$ cat src/design/csl_pkg.sv
// Shared types, status codes and constants of the chunk-size line parser.
package csl_pkg;

  // Default digit limit of a chunk-size line
  localparam int CSL_MAX_DIGITS = 16;

  // Field widths
  localparam int BYTE_W   = 8;
  localparam int STATUS_W = 2;
  localparam int SIZE_W   = 64;
  localparam int COUNT_W  = 32;
  localparam int NIBBLE_W = 4;

  // Status codes of a result beat
  localparam logic [STATUS_W-1:0] ST_MORE    = 2'd0;
  localparam logic [STATUS_W-1:0] ST_DONE    = 2'd1;
  localparam logic [STATUS_W-1:0] ST_TOO_BIG = 2'd2;
  localparam logic [STATUS_W-1:0] ST_INVALID = 2'd3;

  // Character codes
  localparam logic [BYTE_W-1:0] CHAR_CR     = 8'h0D;
  localparam logic [BYTE_W-1:0] CHAR_LF     = 8'h0A;
  localparam logic [BYTE_W-1:0] CHAR_ZERO   = 8'h30;
  localparam logic [BYTE_W-1:0] CHAR_NINE   = 8'h39;
  localparam logic [BYTE_W-1:0] CHAR_UP_A   = 8'h41;
  localparam logic [BYTE_W-1:0] CHAR_UP_F   = 8'h46;
  localparam logic [BYTE_W-1:0] CHAR_LOW_A  = 8'h61;
  localparam logic [BYTE_W-1:0] CHAR_LOW_F  = 8'h66;
  localparam logic [BYTE_W-1:0] HEX_TEN     = 8'd10;

  // Class of one incoming byte
  typedef struct packed {
    logic                is_hex;
    logic                is_cr;
    logic                is_lf;
    logic [NIBBLE_W-1:0] nibble;
  } byte_class_t;

endpackage

$ cat src/design/chunk_size_line_parser.sv
// A result beat appears in the cycle after its byte is accepted. Throughput:
// one byte per cycle unless the result channel stalls; the per-byte update
// of the line state is combinational, and the output register is refilled
// in the cycle it is drained. Synchronous active-high reset clears the line
// state, the length limit and the output register; no clearing pass is needed.
// Top level: chunk-size line parser, line state and output register.
module chunk_size_line_parser
  import csl_pkg::*;
#(
  parameter int MAX_DIGITS = CSL_MAX_DIGITS
) (
  input  logic                clk,
  input  logic                rst,
  // configuration write channel
  input  logic                cfg_valid,
  output logic                cfg_ready,
  input  logic [COUNT_W-1:0]  cfg_data,
  // byte input channel
  input  logic                in_valid,
  output logic                in_ready,
  input  logic [BYTE_W-1:0]   data_byte,
  // result channel
  output logic                out_valid,
  input  logic                out_ready,
  output logic [STATUS_W-1:0] status,
  output logic [SIZE_W-1:0]   chunk_size,
  output logic [COUNT_W-1:0]  consumed_length
);

  localparam int DigitW = $clog2(MAX_DIGITS + 1);
  localparam logic [DigitW-1:0] DigitLimit = DigitW'(MAX_DIGITS);

  // Line state
  logic [COUNT_W-1:0] length_limit;
  logic               expect_lf;
  logic               expect_lf_next;
  logic [DigitW-1:0]  digit_count;
  logic [DigitW-1:0]  digit_count_next;
  logic [SIZE_W-1:0]  size_accum;
  logic [SIZE_W-1:0]  size_accum_next;
  logic [COUNT_W-1:0] byte_count;
  logic [COUNT_W-1:0] byte_count_next;

  // Result of the current byte
  logic [STATUS_W-1:0] res_status;
  logic [SIZE_W-1:0]   res_size;
  logic [COUNT_W-1:0]  counted;
  logic                count_ok;
  logic                do_count;

  byte_class_t cls;
  logic        in_beat;

  assign cfg_ready = 1'b1;
  assign in_ready  = !out_valid || out_ready;
  assign in_beat   = in_valid && in_ready;

  csl_byte_decode u_decode (
    .data_byte (data_byte),
    .cls       (cls)
  );

  // Count may advance unless it would wrap or pass a nonzero limit
  assign count_ok = (byte_count != '1) &&
                    ((length_limit == '0) || (byte_count < length_limit));
  assign counted  = (do_count && count_ok) ? byte_count + COUNT_W'(1) : byte_count;

  // Work out the next line state and the result of this byte
  always_comb begin
    expect_lf_next   = expect_lf;
    digit_count_next = digit_count;
    size_accum_next  = size_accum;
    do_count         = 1'b0;
    res_status       = ST_MORE;
    if (expect_lf) begin
      if (cls.is_lf) begin
        do_count   = 1'b1;
        res_status = ST_DONE;
      end else begin
        res_status = ST_INVALID;
      end
    end else if (digit_count >= DigitLimit) begin
      res_status = ST_TOO_BIG;
    end else if (cls.is_cr) begin
      do_count       = 1'b1;
      expect_lf_next = 1'b1;
    end else if (cls.is_lf) begin
      do_count   = 1'b1;
      res_status = ST_DONE;
    end else if (cls.is_hex) begin
      do_count         = 1'b1;
      size_accum_next  = {size_accum[SIZE_W-NIBBLE_W-1:0], cls.nibble};
      digit_count_next = digit_count + DigitW'(1);
    end else begin
      res_status = ST_INVALID;
    end
    res_size = ((res_status == ST_MORE) || (res_status == ST_DONE)) ?
               size_accum_next : '0;
    byte_count_next = counted;
    // clear the line after done or error
    if (res_status != ST_MORE) begin
      expect_lf_next   = 1'b0;
      digit_count_next = '0;
      size_accum_next  = '0;
      byte_count_next  = '0;
    end
  end

  // Hold the length limit
  always_ff @(posedge clk) begin
    if (rst) begin
      length_limit <= '0;
    end else if (cfg_valid && cfg_ready) begin
      length_limit <= cfg_data;
    end
  end

  // Advance the line state on each accepted beat
  always_ff @(posedge clk) begin
    if (rst) begin
      expect_lf   <= 1'b0;
      digit_count <= '0;
      size_accum  <= '0;
      byte_count  <= '0;
    end else if (in_beat) begin
      expect_lf   <= expect_lf_next;
      digit_count <= digit_count_next;
      size_accum  <= size_accum_next;
      byte_count  <= byte_count_next;
    end
  end

  // Output register: load on an input beat, drop when taken
  always_ff @(posedge clk) begin
    if (rst) begin
      out_valid <= 1'b0;
    end else if (in_beat) begin
      out_valid <= 1'b1;
    end else if (out_ready) begin
      out_valid <= 1'b0;
    end
  end

  always_ff @(posedge clk) begin
    if (in_beat) begin
      status          <= res_status;
      chunk_size      <= res_size;
      consumed_length <= counted;
    end
  end

endmodule

$ cat src/design/csl_byte_decode.sv
// Byte classifier: marks CR, LF and hex digits and gives the digit value.
module csl_byte_decode
  import csl_pkg::*;
(
  input  logic [BYTE_W-1:0] data_byte,
  output byte_class_t       cls
);

  logic             is_dec;
  logic             is_up;
  logic             is_low;
  logic [BYTE_W-1:0] value;

  // Match the three digit ranges
  assign is_dec = (data_byte >= CHAR_ZERO)  && (data_byte <= CHAR_NINE);
  assign is_up  = (data_byte >= CHAR_UP_A)  && (data_byte <= CHAR_UP_F);
  assign is_low = (data_byte >= CHAR_LOW_A) && (data_byte <= CHAR_LOW_F);

  // Convert the digit to its value
  always_comb begin
    if (is_dec) begin
      value = data_byte - CHAR_ZERO;
    end else if (is_up) begin
      value = data_byte - CHAR_UP_A + HEX_TEN;
    end else begin
      value = data_byte - CHAR_LOW_A + HEX_TEN;
    end
  end

  assign cls.is_hex = is_dec || is_up || is_low;
  assign cls.is_cr  = (data_byte == CHAR_CR);
  assign cls.is_lf  = (data_byte == CHAR_LF);
  assign cls.nibble = value[NIBBLE_W-1:0];

endmodule

$ cat config.mk
export PLATFORM = sky130hd
export DESIGN_NAME = chunk_size_line_parser
export DESIGN_NICKNAME = d
export VERILOG_FILES = /design/src/design/csl_pkg.sv /design/src/design/chunk_size_line_parser.sv /design/src/design/csl_byte_decode.sv
export SDC_FILE = /design/constraint.sdc
export NUM_CORES = 1
export LEC_CHECK = 0
export ABC_AREA = 0
export BUFFER_PORTS_ARGS = -buffer_cell sky130_fd_sc_hd__buf_2
export CAP_MARGIN = 40
export CORE_MARGIN = 3
export CORE_UTILIZATION = 45
export DETAILED_ROUTE_END_ITERATION = 7
export PLACE_DENSITY = 0.71
export SLEW_MARGIN = 0
export SYNTH_ARGS = -nofsm -noshare
export SYNTH_HDL_FRONTEND = slang
export SYNTH_SLANG_ARGS = --single-unit
$ cat constraint.sdc
create_clock -name clk -period 5.7 [get_ports clk]
set_clock_uncertainty 0.05 [all_clocks]
set_input_delay 0.855 -clock clk [delete_from_list [all_inputs] [get_ports clk]]
set_output_delay 0.855 -clock clk [all_outputs]
set_load 0.02 [all_outputs]
Word level (Yosys, flattened, before mapping)
Cells that the tools add are included.
- register bits: 233
- input port bits: 45
- output and inout bits: 101
- logic and storage cells: 84
- add/sub/neg operators: 7
- magnitude comparators: 8
- equality and inequality tests: 8
- multiplexer cells: 34
- reductions and logical operators: 18
- operators by type and width (kind ; count):
    $mux W64 ; 6
    $mux W32 ; 2
    $add A32 B1 Y32 const B ; 1
    $logic_not A32 Y1 ; 1
    $lt A32 B32 Y1 ; 1
    $ne A32 B32 Y1 const B ; 1
    $mux W5 ; 6
    $eq A8 B4 Y1 const B ; 2
    $ge A8 B7 Y1 const B ; 2
    $le A8 B7 Y1 const B ; 2
    $mux W1 ; 12
    $mux W2 ; 6
    $sub A4 B1 Y4 const B ; 3
    $add A4 B4 Y4 const B ; 2
    $ge A8 B6 Y1 const B ; 1
    $le A8 B6 Y1 const B ; 1
    $mux W4 ; 2
    $ne A2 B1 Y1 const B ; 4
    $logic_and A1 B1 Y1 ; 6
    $reduce_and A6 Y1 ; 1
    $reduce_bool A2 Y1 ; 3
    $add A5 B1 Y5 const B ; 1
    $ge A5 B5 Y1 const B ; 1
    $logic_or A1 B1 Y1 ; 5
    3 further kinds ; 3

Depth between registers and ports, before layout
- depth after elaboration: 12
- mapped depth: 13

Hierarchy
A second synthesis with hierarchy kept.
- cells, all modules: 1115
- area, all modules: 10704.0 sq um
- modules (own cells, without submodules) (module ; instances ; cells each ; area each (sq um) ; seq. area each (sq um)):
    chunk_size_line_parser ; 1 ; 1089 ; 10468.8 ; 5645.4
    csl_byte_decode ; 1 ; 26 ; 235.2 ; 0.0

Least setup slack after synthesis
OpenSTA, ideal clock, no wires.
- path kind: input to register
- start: input port out_ready
- end: register byte_count[3]
- setup time: 0.072 ns
- arrival: 5.686 ns
- data required time: 5.578 ns
- path slack: -0.108 ns
- stages: 7
- path buffers: 1
- cells stage by stage: nand2b_1 > nand2_1 > inv_1 > clkbuf_1 > nand3_1 > or4_1 > mux2i_1
- longest elaborated chain between the ends: 2
- RTL lines (element ; RTL line ; RTL):
    start: declaration ; chunk_size_line_parser.sv:24 ; input logic out_ready,
    $logic_or A1 B1 Y1 ; chunk_size_line_parser.sv:55 ; assign in_ready = !out_valid || out_ready;
    $logic_and A1 B1 Y1 ; chunk_size_line_parser.sv:56 ; assign in_beat = in_valid && in_ready;
    named net in_beat ; chunk_size_line_parser.sv:52 ; logic in_beat;
    end signal: assignment ; chunk_size_line_parser.sv:129 ; byte_count <= byte_count_next;
    end: declaration ; chunk_size_line_parser.sv:41 ; logic [COUNT_W-1:0] byte_count;
The timed path passes the listed nets, and every way through them passes these cells.
A chain may end at the register's enable or synchronous reset.

Worst setup path after layout
- start: register byte_count[2]
- end: register consumed_length[30] (data pin)
- longest elaborated chain between the ends: 5
- elaborated cells on any way between the ends: 7
- classes of those cells: add/sub (1); order compare (1); eq/ne (1); mux (1); reduce/logical (3)
- RTL lines (element ; RTL line ; RTL):
    $lt A32 B32 Y1 ; chunk_size_line_parser.sv:65 ; ((length_limit == '0) || (byte_count < length_limit));
    $logic_or A1 B1 Y1 ; chunk_size_line_parser.sv:65 ;
    $logic_and A1 B1 Y1 ; chunk_size_line_parser.sv:64 ; assign count_ok = (byte_count != '1) &&
    $logic_and A1 B1 Y1 ; chunk_size_line_parser.sv:66 ; assign counted = (do_count && count_ok) ? byte_count + COUNT_W'(1) : byte_count;
    $mux W32 * ; chunk_size_line_parser.sv:66 ;
    named net counted[30] ; chunk_size_line_parser.sv:47 ; logic [COUNT_W-1:0] counted;
    end signal: assignment ; chunk_size_line_parser.sv:148 ; consumed_length <= counted;
    end: declaration ; chunk_size_line_parser.sv:27 ; output logic [COUNT_W-1:0] consumed_length
Mark *: on every way through the listed nets, which the timed path passes. The rest lies on a longest branch.

==> flow_summary.yaml <==
placed_design:
  dp_hpwl_um: 17990
  numPortBuffers: 144
  place_congestion: 0.8778
clock_network:
  clk_latency_ps: 530
  cts.sinks: 233
  cts_tree: "built"
  clk_path_buf_depth: 3
  postCtsHoldBufs: 0
  postCtsSetupBuffers: 0
  cts_buffers: 26
  cts_max_level: 1
  root_buffer: "clkbuf_16"
  cts_resized: 0
  clkTransAtPathRegs_ps: 60
power:
  ir_drop_uv: 205.6
  p_leak_nw: 4.949
  power_density_nw_per_um2: 290.3
global_route:
  antenna_found_initial: 0
  grt_pass1_vias: 8112
  gr-total-overflow: 0
  grt_max_degree: 64
  grt_usage: 0.2012
  grt_first_pass_wirelength_um: 43170
route:
  vias: 8660
  viasPerCell: 5.728
  wl_um: 27140
  drc: 0
  antenna_left: 0
  drt-initial-drc-count: 806
  routedWlPerCell_um: 17.95
  dr.pass1.iters: 5
die:
  pin_count: 146
  rows: 56
  fp.dieH_um: 160.9
  die_w_um: 160.9
  die_area_um2: 25900
  start_util: 0.4589
  coreArea_um2: 23540
setup_path:
  critical_path.endpoint_type: "register"
  cp_cell_sequence: "ha_1 > a211oi_1 > o21ai_0 > a211oi_1 > o31a_1 > o21a_2 > and4_1 > xor2_1"
  crit_top_cell: "a211oi_1"
  crit_family: "compound AO/OA/AOI/OAI gates"
  slowest_stage: "o21a_2"
  worst-path-max-fanout: 49
  cp-start-kind: "register"
  required_ps: 6020
  cpPeakStageDelay_ps: 830
  path_buf_inv: 0
  worst-setup-path-type: "reg2reg"
  cp.arrival_ps: 3830
synthesis:
  syn-instance-count: 1061
  synth_nets: 1144
  async_reset_ff_frac: 0
  ys_types: 65
  yosysWarnings: 0
  synth-seq-cells: 233
  synth_area_leaders: "edfxtp_1 27%, dfxtp_1 25%, nor2_1 5.0%"
  ys.flop_type: "dfxtp_1"
  synth_area_per_cell_um2: 10.18
  synth_edf_count: 98
  netlist_area_um2: 10800
  ys_seq_area_frac: 0.5226
  synth_area_leader_cell: "edfxtp_1"
  synth_top_area_frac: 0.2724
final_layout:
  final_common_cell: "nor2_1"
  layout-drive-gt1-share: 0.1903
  syn_to_final_growth_pct: 17.18
  diodes: 0
  postLayoutCoreUtil: 0.5377
  nets: 1256
  final_cell_mix: "145 x nor2_1, 143 x buf_2, 135 x dfxtp_1"
sta:
  setup_viol: 0
  fin_crit_sh: 0.6168
  setup_tns_ps: 0
  post-route-min-period_ps: 3516
  tightest_slew_ps: 980.6
  slew_headroom: 0.3463
  fmax_ghz: 0.2844
  maxSlewViolCount: 0
  rsz0062_at_grt: "no"
  final_hold_viol_count: 0
flow_run:
  maxCapViolations: 0
hold_path:
  hold_path_class: "reg2reg"
status:
  status: "completed"
==> per-layer routing <==
| metal | track usage | wire [um] |
|---|---|---|
| met2 | 0.3141 | 12220 |
| met5 | 0 | 0 |
| met3 | 0.03869 | 2302 |
| met1 | 0.2889 | 12030 |
| met4 | 0.05241 | 580 |
==> synthesized netlist by cell type, types with 3 or more instances <==
cell type,instances
and3_1,11
nor2_1,145
nand2b_1,4
nor4_1,14
a22o_1,62
a211oi_1,3
nand3_1,23
mux2i_1,33
buf_2,4
a22oi_1,65
o211ai_1,8
buf_1,11
a21oi_1,24
a31oi_1,12
xnor2_1,17
o21ai_1,3
a32oi_1,12
o311ai_0,10
xor2_1,19
and4_1,4
or2_2,3
or4_1,6
nand4_1,25
a31o_2,6
nand4b_1,5
dfxtp_1,135
inv_1,48
o21ai_0,16
ha_1,38
nand2_1,67
nor3b_1,3
nor2b_1,5
nor3_1,21
a21o_1,4
clkbuf_1,61
edfxtp_1,98
==> worst register-to-register path, stage by stage (launching register included) <==
cell	delay, ps
dfxtp_1	570
ha_1	330
a211oi_1	220
o21ai_0	130
a211oi_1	350
o31a_1	300
o21a_2	830
and4_1	400
xor2_1	190
==> state kept, by name, indices dropped and copies added (netlist names) <==
name and cells:
chunk_size 64, size_accum 64, byte_count 32, length_limit 32, digit_count 5, status 2, consumed_length 32, out_valid 1
expect_lf 1
==> through the flow <==
step	total power [mW]	cells	worst slack, ps	hold WS [ps]	cell area (um^2)
6_report	3.675	1512	2184	468.6	12660
5_1_grt	3.796	1512	1980	484.9	12660
4_1_cts	3.705	1512	2255	468.7	12660
3_5_place_dp	2.107	1464	1714	452.6	11820
3_3_place_gp	2.096	1461	1813	442.4	11750
2_1_floorplan	2.009	1061	1770	427.3	10800
==> final timing paths <==
path	cells past startpoint	slack (ps)	end	startpoint
worst max-delay path	8	2180	consumed_length[30]$_DFFE_PP_	byte_count[2]$_SDFFE_PP0P_
worst min-delay path	2	470	size_accum[63]$_SDFFE_PP0P_	size_accum[63]$_SDFFE_PP0P_
worst max register to register	8	2180	consumed_length[30]$_DFFE_PP_	byte_count[2]$_SDFFE_PP0P_
worst min register to register	2	470	size_accum[63]$_SDFFE_PP0P_	size_accum[63]$_SDFFE_PP0P_
==> final cells by class <==
| class | instances | area [um^2] |
|---|---|---|
| clock buffers | 36 | 758.2 |
| repair buffers | 162 | 910.9 |
| well taps | 319 | 399.1 |
| inverters | 49 | 186.4 |
| fillers | 2101 | 10880 |
| flip-flops and latches | 233 | 5645 |
| multi-input cells | 701 | 4679 |
| clock inverters | 12 | 78.83 |
==> kinds of logic (layout without fill, tap and decap cells) <==
| family | Yosys count | after routing | share of synthesized area |
|---|---|---|---|
| simple gates | 348 | 348 | 0.1550 |
| compound gates | 244 | 244 | 0.1720 |
| flops | 233 | 233 | 0.5226 |
| buf+inv | 127 | 259 | 0.04529 |
| fa+ha+maj | 38 | 38 | 0.04401 |
| xor+xnor | 36 | 36 | 0.02919 |
| mux | 34 | 34 | 0.03162 |
| other cells | 1 | 1 | 0.0003471 |
==> where the power goes <==
part | total, mW | leakage (nW) | internal, mW | switching (mW)
sequential | 1.81 | 2.07 | 1.78 | 0.0226
combinational | 0.262 | 2.46 | 0.0816 | 0.181
clock | 1.61 | 0.416 | 0.930 | 0.675
total | 3.68 | 4.95 | 2.80 | 0.879
(Power assumes the default switching activity.)
